File: config.mk
export PLATFORM = sky130hd
export DESIGN_NAME = binary_to_decimal_ascii_core
export DESIGN_NICKNAME = d
export VERILOG_FILES = /design/src/rtl/bdac_pkg.sv /design/src/rtl/bdac_cell.sv /design/src/rtl/binary_to_decimal_ascii_core.sv
export SDC_FILE = /design/constraint.sdc
export NUM_CORES = 1
export LEC_CHECK = 0
export BUFFER_PORTS_ARGS = -buffer_cell sky130_fd_sc_hd__buf_2
export CELL_PAD_IN_SITES_DETAIL_PLACEMENT = 1
export CELL_PAD_IN_SITES_GLOBAL_PLACEMENT = 1
export CORE_MARGIN = 2
export CORE_UTILIZATION = 52
export CTS_CLUSTER_DIAMETER = 50
export DETAILED_ROUTE_END_ITERATION = 12
export PLACE_DENSITY = 0.94
export RECOVER_POWER = 25
export SLEW_MARGIN = 20
export SYNTH_ARGS = -nofsm -noshare
export SYNTH_HDL_FRONTEND = slang
export SYNTH_SLANG_ARGS = --single-unit
File: constraint.sdc
create_clock -name clk -period 11.2 [get_ports clk]
set_input_delay 0.56 -clock clk [delete_from_list [all_inputs] [get_ports clk]]
set_output_delay 0.56 -clock clk [all_outputs]
set_load 0.01 [all_outputs]
File: src/rtl/bdac_pkg.sv
// types and constants of the binary to decimal ascii converter
// used by bdac_cell, binary_to_decimal_ascii_core and bdac_checker
package bdac_pkg;

  localparam int VALUE_W   = 64;
  localparam int CAP_W     = 8;
  localparam int CHAR_W    = 8;
  localparam int COUNT_W   = 5;
  localparam int BCD_W     = 4;
  localparam int MAX_DIGITS = 20;
  // binary bits taken into the digit chain per cycle
  localparam int STEP_BITS = 4;
  localparam int PTR_W     = $clog2(MAX_DIGITS);

  localparam logic [CHAR_W-1:0]  ASCII_ZERO = 8'h30;
  localparam logic [CHAR_W-1:0]  ASCII_NINE = 8'h39;
  localparam logic [COUNT_W-1:0] MAX_COUNT  = COUNT_W'(MAX_DIGITS);

  typedef struct packed {
    logic [VALUE_W-1:0] value;
    logic [CAP_W-1:0]   capacity;
  } item_t;

  typedef struct packed {
    logic [CHAR_W-1:0]  digit_char;
    logic               is_last;
    logic               overflow;
    logic [COUNT_W-1:0] digit_count;
  } result_t;

  // control fanned out to every digit cell
  typedef struct packed {
    logic clear;
    logic shift;
  } cell_ctrl_t;

  typedef enum logic [3:0] {
    ST_IDLE  = 4'b0001,
    ST_CONV  = 4'b0010,
    ST_COUNT = 4'b0100,
    ST_EMIT  = 4'b1000
  } state_t;

endpackage

File: src/rtl/bdac_cell.sv
// one decimal digit cell of the shift-and-add-3 chain
// depends on bdac_pkg; takes binary bits from the cell below, passes bits up
module bdac_cell (
  input  logic                             clk,
  input  bdac_pkg::cell_ctrl_t             ctrl,
  input  logic [bdac_pkg::STEP_BITS-1:0]   carry_in,
  output logic [bdac_pkg::STEP_BITS-1:0]   carry_out,
  output logic [bdac_pkg::BCD_W-1:0]       digit
);

  logic [bdac_pkg::BCD_W-1:0] digit_next;

  // several correct-then-shift steps, first bit in the top index
  always_comb begin : step_logic
    logic [bdac_pkg::BCD_W-1:0] d;
    logic [bdac_pkg::BCD_W-1:0] adj;
    d   = digit;
    adj = digit;
    for (int j = bdac_pkg::STEP_BITS - 1; j >= 0; j--) begin
      adj          = (d >= 4'd5) ? (d + 4'd3) : d;
      carry_out[j] = adj[bdac_pkg::BCD_W-1];
      d            = {adj[bdac_pkg::BCD_W-2:0], carry_in[j]};
    end
    digit_next = d;
  end

  // digit register
  always_ff @(posedge clk) begin
    if (ctrl.clear) begin
      digit <= '0;
    end else if (ctrl.shift) begin
      digit <= digit_next;
    end
  end

endmodule

File: src/rtl/binary_to_decimal_ascii_core.sv
// Converts an unsigned value to decimal ascii, most significant digit first.
// One transaction is taken at a time: it is accepted in the idle state, then
// the value enters a chain of twenty digit cells four bits a cycle
// (shift-and-add-3), the digit count is found in a count state,
// then one result per cycle while the output side takes them (n digits, or a
// single overflow result). The output register lets the next item be taken
// while the last result still waits.
// depends on bdac_pkg and bdac_cell
module binary_to_decimal_ascii_core #(
  parameter int VALUE_BITS = 64
) (
  input  logic              clk,
  input  logic              rst,
  input  logic              item_valid,
  output logic              item_stall,
  input  bdac_pkg::item_t   item,
  output logic              result_valid,
  input  logic              result_stall,
  output bdac_pkg::result_t result
);

  localparam int STEPS    = (VALUE_BITS + bdac_pkg::STEP_BITS - 1) / bdac_pkg::STEP_BITS;
  localparam int PAD_BITS = STEPS * bdac_pkg::STEP_BITS;
  localparam int STEP_W   = $clog2(STEPS);

  bdac_pkg::state_t                state;
  bdac_pkg::state_t                state_next;
  logic [STEP_W-1:0]               step_cnt;
  logic [PAD_BITS-1:0]             value_sh;
  logic [bdac_pkg::CAP_W-1:0]      cap;
  logic [bdac_pkg::COUNT_W-1:0]    count;
  logic [bdac_pkg::COUNT_W-1:0]    count_calc;
  logic                            ovf;
  logic [bdac_pkg::PTR_W-1:0]      ptr;
  logic                            load;
  logic                            accept;
  bdac_pkg::result_t               result_next;
  bdac_pkg::cell_ctrl_t            cell_ctrl;

  logic [bdac_pkg::STEP_BITS-1:0]  carry [bdac_pkg::MAX_DIGITS];
  logic [bdac_pkg::BCD_W-1:0]      digits [bdac_pkg::MAX_DIGITS];

  assign accept     = item_valid && !item_stall;
  assign item_stall = (state != bdac_pkg::ST_IDLE);
  assign load       = (state == bdac_pkg::ST_EMIT) && (!result_valid || !result_stall);

  assign cell_ctrl.clear = accept;
  assign cell_ctrl.shift = (state == bdac_pkg::ST_CONV);

  // digit chain, cell 0 fed from the top of the value shifter
  assign carry[0] = value_sh[PAD_BITS-1 -: bdac_pkg::STEP_BITS];

  for (genvar i = 0; i < bdac_pkg::MAX_DIGITS; i++) begin : g_cell
    if (i < bdac_pkg::MAX_DIGITS - 1) begin : g_mid
      bdac_cell u_cell (
        .clk       (clk),
        .ctrl      (cell_ctrl),
        .carry_in  (carry[i]),
        .carry_out (carry[i+1]),
        .digit     (digits[i])
      );
    end else begin : g_top
      bdac_cell u_cell (
        .clk       (clk),
        .ctrl      (cell_ctrl),
        .carry_in  (carry[i]),
        .carry_out (),
        .digit     (digits[i])
      );
    end
  end

  // highest nonzero digit gives the count, at least one digit
  always_comb begin
    count_calc = bdac_pkg::COUNT_W'(1);
    for (int i = 1; i < bdac_pkg::MAX_DIGITS; i++) begin
      if (digits[i] != '0) begin
        count_calc = bdac_pkg::COUNT_W'(i + 1);
      end
    end
  end

  // next state
  always_comb begin
    state_next = state;
    case (state)
      bdac_pkg::ST_IDLE: begin
        if (accept) state_next = bdac_pkg::ST_CONV;
      end
      bdac_pkg::ST_CONV: begin
        if (step_cnt == '0) state_next = bdac_pkg::ST_COUNT;
      end
      bdac_pkg::ST_COUNT: begin
        state_next = bdac_pkg::ST_EMIT;
      end
      bdac_pkg::ST_EMIT: begin
        if (load && (ovf || ptr == '0)) state_next = bdac_pkg::ST_IDLE;
      end
      default: begin
        state_next = bdac_pkg::ST_IDLE;
      end
    endcase
  end

  // result word for the next output transaction
  always_comb begin
    result_next.digit_count = count;
    result_next.overflow    = ovf;
    if (ovf) begin
      result_next.digit_char = '0;
      result_next.is_last    = 1'b1;
    end else begin
      result_next.digit_char = bdac_pkg::ASCII_ZERO | bdac_pkg::CHAR_W'(digits[ptr]);
      result_next.is_last    = (ptr == '0);
    end
  end

  // control registers
  always_ff @(posedge clk) begin
    if (rst) begin
      state        <= bdac_pkg::ST_IDLE;
      result_valid <= 1'b0;
    end else begin
      state <= state_next;
      if (load) begin
        result_valid <= 1'b1;
      end else if (!result_stall) begin
        result_valid <= 1'b0;
      end
    end
  end

  // datapath registers
  always_ff @(posedge clk) begin
    if (accept) begin
      value_sh <= PAD_BITS'(item.value[VALUE_BITS-1:0]);
      cap      <= item.capacity;
      step_cnt <= STEP_W'(STEPS - 1);
    end else if (state == bdac_pkg::ST_CONV) begin
      value_sh <= {value_sh[PAD_BITS-bdac_pkg::STEP_BITS-1:0], bdac_pkg::STEP_BITS'(0)};
      step_cnt <= step_cnt - STEP_W'(1);
    end
    if (state == bdac_pkg::ST_COUNT) begin
      count <= count_calc;
      ovf   <= ({{(bdac_pkg::CAP_W - bdac_pkg::COUNT_W){1'b0}}, count_calc} > cap);
      ptr   <= bdac_pkg::PTR_W'(count_calc - bdac_pkg::COUNT_W'(1));
    end else if (load) begin
      ptr <= ptr - bdac_pkg::PTR_W'(1);
    end
    if (load) begin
      result <= result_next;
    end
  end

endmodule

==> impl_metrics.env <==
export IMPL_outcome="complete, but fails checks"
export IMPL_violations="capacitance limit, slew limit"
export IMPL_cts_root_buffer="clkbuf_16"
export IMPL_cts_resized=0
export IMPL_wire_per_inst_um=20.1
export IMPL_rsz0062_at_grt="false"
export IMPL_post_dp_hpwl_mm=41.9
export IMPL_slowest_delay_ns=0.50
export IMPL_hold_buffers=0
export IMPL_fin_tns_setup_ns=0
export IMPL_ff_latch_area_mm2=0.00463
export IMPL_end_kind="register"
export IMPL_yosysSeqAreaShare_pct=24.8
export IMPL_multi_input_area_mm2=0.0129
export IMPL_core_area_mm2=0.0355
export IMPL_leakagePower_nw=8.23
export IMPL_ys_types=97
export IMPL_htree_levels=4
export IMPL_fmax_mhz=175
export IMPL_dr_pass1_iters=5
export IMPL_grt_pass1_wl_mm=91.7
export IMPL_grt_usage_pct=29.4
export IMPL_worst_pin_slew_ns=2.86
export IMPL_cts_setup_buffers=0
export IMPL_power_density_mw_per_mm2=166
export IMPL_ys_seq_elements=184
export IMPL_port_buffers=90
export IMPL_synthArstFlopShare_pct=0
export IMPL_finClkSkew_ns=0.0202
export IMPL_dr_wl_met3_mm=2.12
export IMPL_clockBufferDepth=2
export IMPL_placed_area_mm2=0.0194
export IMPL_drt_iter0_drc=1179
export IMPL_worstSetupPathType="reg2reg"
export IMPL_antenna_found_initial=0
export IMPL_ff2ff_setup_slack_ns=5.50
export IMPL_p_sw_mw=1.51
export IMPL_ios=93
export IMPL_netlist_area_mm2=0.0187
export IMPL_grt_pass1_vias=18717
export IMPL_vias=17641
export IMPL_hold_path_class="in2reg"
export IMPL_drtAntennaViolNets=0
export IMPL_min_from="item[3]"
export IMPL_syn_instance_count=2286
export IMPL_wl_met2_mm=29.0
export IMPL_fin_crit_ns=5.70
export IMPL_r2r_start="g_cell[13].g_mid.u_cell.digit[0]$_SDFFE_PP0P_"
export IMPL_hold_depth=1
export IMPL_critPathArrivalTime_ns=6.10
export IMPL_crit_start="g_cell[13].g_mid.u_cell.digit[0]$_SDFFE_PP0P_"
export IMPL_start_util_pct=52.6
export IMPL_final_common_cell="nand2_1"
export IMPL_clkLatencyLatePin_ns=0.48
export IMPL_swShare_pct=45.6
export IMPL_drc_errors=0
export IMPL_drive_above_1_share_pct=11.2
export IMPL_die_h_um=193
export IMPL_clkPwrFrac_pct=19.2
export IMPL_finalHoldViolCount=0
export IMPL_final_setup_viol_count=0
export IMPL_ys_flop_type="edfxtp_1"
export IMPL_cts_made_buffers=17
export IMPL_antenna_cells=0
export IMPL_tritoncts="built"
export IMPL_vdd_ir_drop_max_mv=0.141
export IMPL_nets=2562
export IMPL_path_common_cell="ha_1"
export IMPL_drv_cap=3
export IMPL_fp_dieW_um=193
export IMPL_layout_common_cells="nand2_1, inv_1, ha_1"
export IMPL_timing_rr_end="g_cell[14].g_mid.u_cell.digit[2]$_SDFFE_PP0P_"
export IMPL_fillers=4362
export IMPL_p_comb_share_pct=54.6
export IMPL_avgSynthCellArea_um2=8.17
export IMPL_stdcell_area_mm2=0.0199
export IMPL_clkTransAtPathRegs_ns=0.08
export IMPL_cpMaxStageDelayCell="dfxtp_1"
export IMPL_slew_headroom_pct=-91.2
export IMPL_cts_sinks=184
export IMPL_grt_overflow=0
export IMPL_wirelength_mm=56.1
export IMPL_sequentialPowerShare_pct=26.2
export IMPL_finalMaxSlewViolations=116
export IMPL_startpoint_type="register"
export IMPL_hold_path_endpoint="cap[3]$_DFFE_PP_"
export IMPL_post_route_util_pct=56.2
export IMPL_crit_required_ns=11.59
export IMPL_vias_per_cell=6.32
export IMPL_wl_met1_mm=23.1
export IMPL_grt_max_degree=82
export IMPL_gp_congestion=0.871
export IMPL_top_layer="met4"
export IMPL_post_route_period_util_pct=50.9
export IMPL_ys_warn_count=0
export IMPL_synth_edf_count=95
export IMPL_p_int_mw=1.80
export IMPL_die_area_mm2=0.0374
export IMPL_r2r_cells=25
export IMPL_rows=69
export IMPL_path_max_fanout=8
export IMPL_area_growth_pct=6.83
## cell type report
class	instances	share of cell area, %
multi-input combinational	1817	64.6
sequential	184	23.2
inverter	197	3.71
tap	461	2.89
timing repair buffer	99	2.58
clock buffer	17	2.13
clock inverter	15	0.809
## sequential cells by signal, indices dropped and copies added (netlist names)
signal / flops
step_cnt: 4
cap: 8
count: 5
value_sh: 64
ovf: 1
state: 4
g_cell.g_top.u_cell.digit: 4
result: 12
result_valid: 1
g_cell.g_mid.u_cell.digit: 76
ptr: 5
## synth_stat cells (8+ instances only)
cell	count	area, um2
a2111oi_0	11	96.3
a211o_1	26	228
a211oi_1	34	255
a211oi_2	18	225
a21o_1	40	300
a21oi_1	106	531
a221o_1	9	90.1
a221oi_1	11	96.3
a2bb2oi_1	10	87.6
a31oi_1	14	87.6
and2_1	38	238
and2b_1	12	90.1
and3_1	8	50.1
buf_2	25	125
clkbuf_1	47	176
dfxtp_1	89	1780
edfxtp_1	95	2850
ha_1	170	2130
inv_1	188	706
inv_2	8	30.0
mux2_2	38	428
mux2i_1	68	681
mux4_2	24	541
nand2_1	349	1310
nand2b_1	65	407
nand3_1	76	380
nand3b_1	14	105
nor2_1	101	379
nor2b_1	49	307
nor3_1	35	175
nor3b_1	32	240
nor4_1	12	75.1
o211ai_1	29	218
o21a_1	15	113
o21ai_0	130	651
o21ai_1	22	110
o221ai_1	11	96.3
o31ai_1	18	135
or2_2	12	75.1
or3_1	20	125
xnor2_1	49	429
xor2_1	14	123
## worst max-delay path by stage
stage                                                    end  cells after the start  slack (ns)
4_1_cts        g_cell[14].g_mid.u_cell.digit[2]$_SDFFE_PP0P_                     25        5.59
5_1_grt         g_cell[5].g_mid.u_cell.digit[2]$_SDFFE_PP0P_                     25        5.11
2_1_floorplan   g_cell[6].g_mid.u_cell.digit[2]$_SDFFE_PP0P_                     25        6.46
3_3_place_gp   g_cell[14].g_mid.u_cell.digit[2]$_SDFFE_PP0P_                     25        6.05
3_5_place_dp   g_cell[14].g_mid.u_cell.digit[2]$_SDFFE_PP0P_                     25        5.69
6_report       g_cell[14].g_mid.u_cell.digit[2]$_SDFFE_PP0P_                     25        5.50
## through the flow
step / power, mW / worst slack [ns] / std cells / hold slack (ns)
6_report: 3.32 / 5.50 / 2790 / 0.250
3_3_place_gp: 2.50 / 6.05 / 2757 / 0.401
2_1_floorplan: 2.18 / 6.46 / 2287 / 0.400
5_1_grt: 3.53 / 5.11 / 2790 / 0.249
4_1_cts: 3.29 / 5.59 / 2789 / 0.241
3_5_place_dp: 2.64 / 5.69 / 2757 / 0.411
## per-layer routing
layer  vias to the layer above  track usage, %
li1                       8272               -
met1                      8811            34.2
met2                       425            53.9
met3                       133            3.70
met4                         0            12.6
met5                         -               0
## kinds of logic after synthesis
| family | after synthesis | share of synthesized area, % |
|---|---|---|
| DFF | 184 | 24.8 |
| buffers and inverters | 286 | 6.18 |
| adders and majority gates | 170 | 11.4 |
| AOI/OAI and AO/OA | 578 | 22.0 |
| and+or+nand+nor | 865 | 23.1 |
| other | 1 | 0.0201 |
| muxes | 137 | 9.38 |
| xor gates and xnor gates | 65 | 3.13 |
## power groups by stage
stage | clock [mW] | combinational, mW | sequential, mW
3_5_place_dp | 0 | 1.76 | 0.881
3_3_place_gp | 0 | 1.62 | 0.875
4_1_cts | 0.636 | 1.79 | 0.866
5_1_grt | 0.662 | 1.99 | 0.879
6_report | 0.635 | 1.81 | 0.870
2_1_floorplan | 0 | 1.35 | 0.836
## critical path, delay by kind of cell (launching register included)
family | cells | cell delay, ns
AND/OR/NAND/NOR | 12 | 2.06
adder cells (fa/ha/maj) | 4 | 0.93
AO/OA/AOI/OAI | 3 | 0.86
XOR/XNOR | 2 | 0.63
flip-flops | 1 | 0.50
multiplexers | 1 | 0.34
buffers and inverters | 3 | 0.28
No activity file was read; power rests on OpenSTA's default activity.
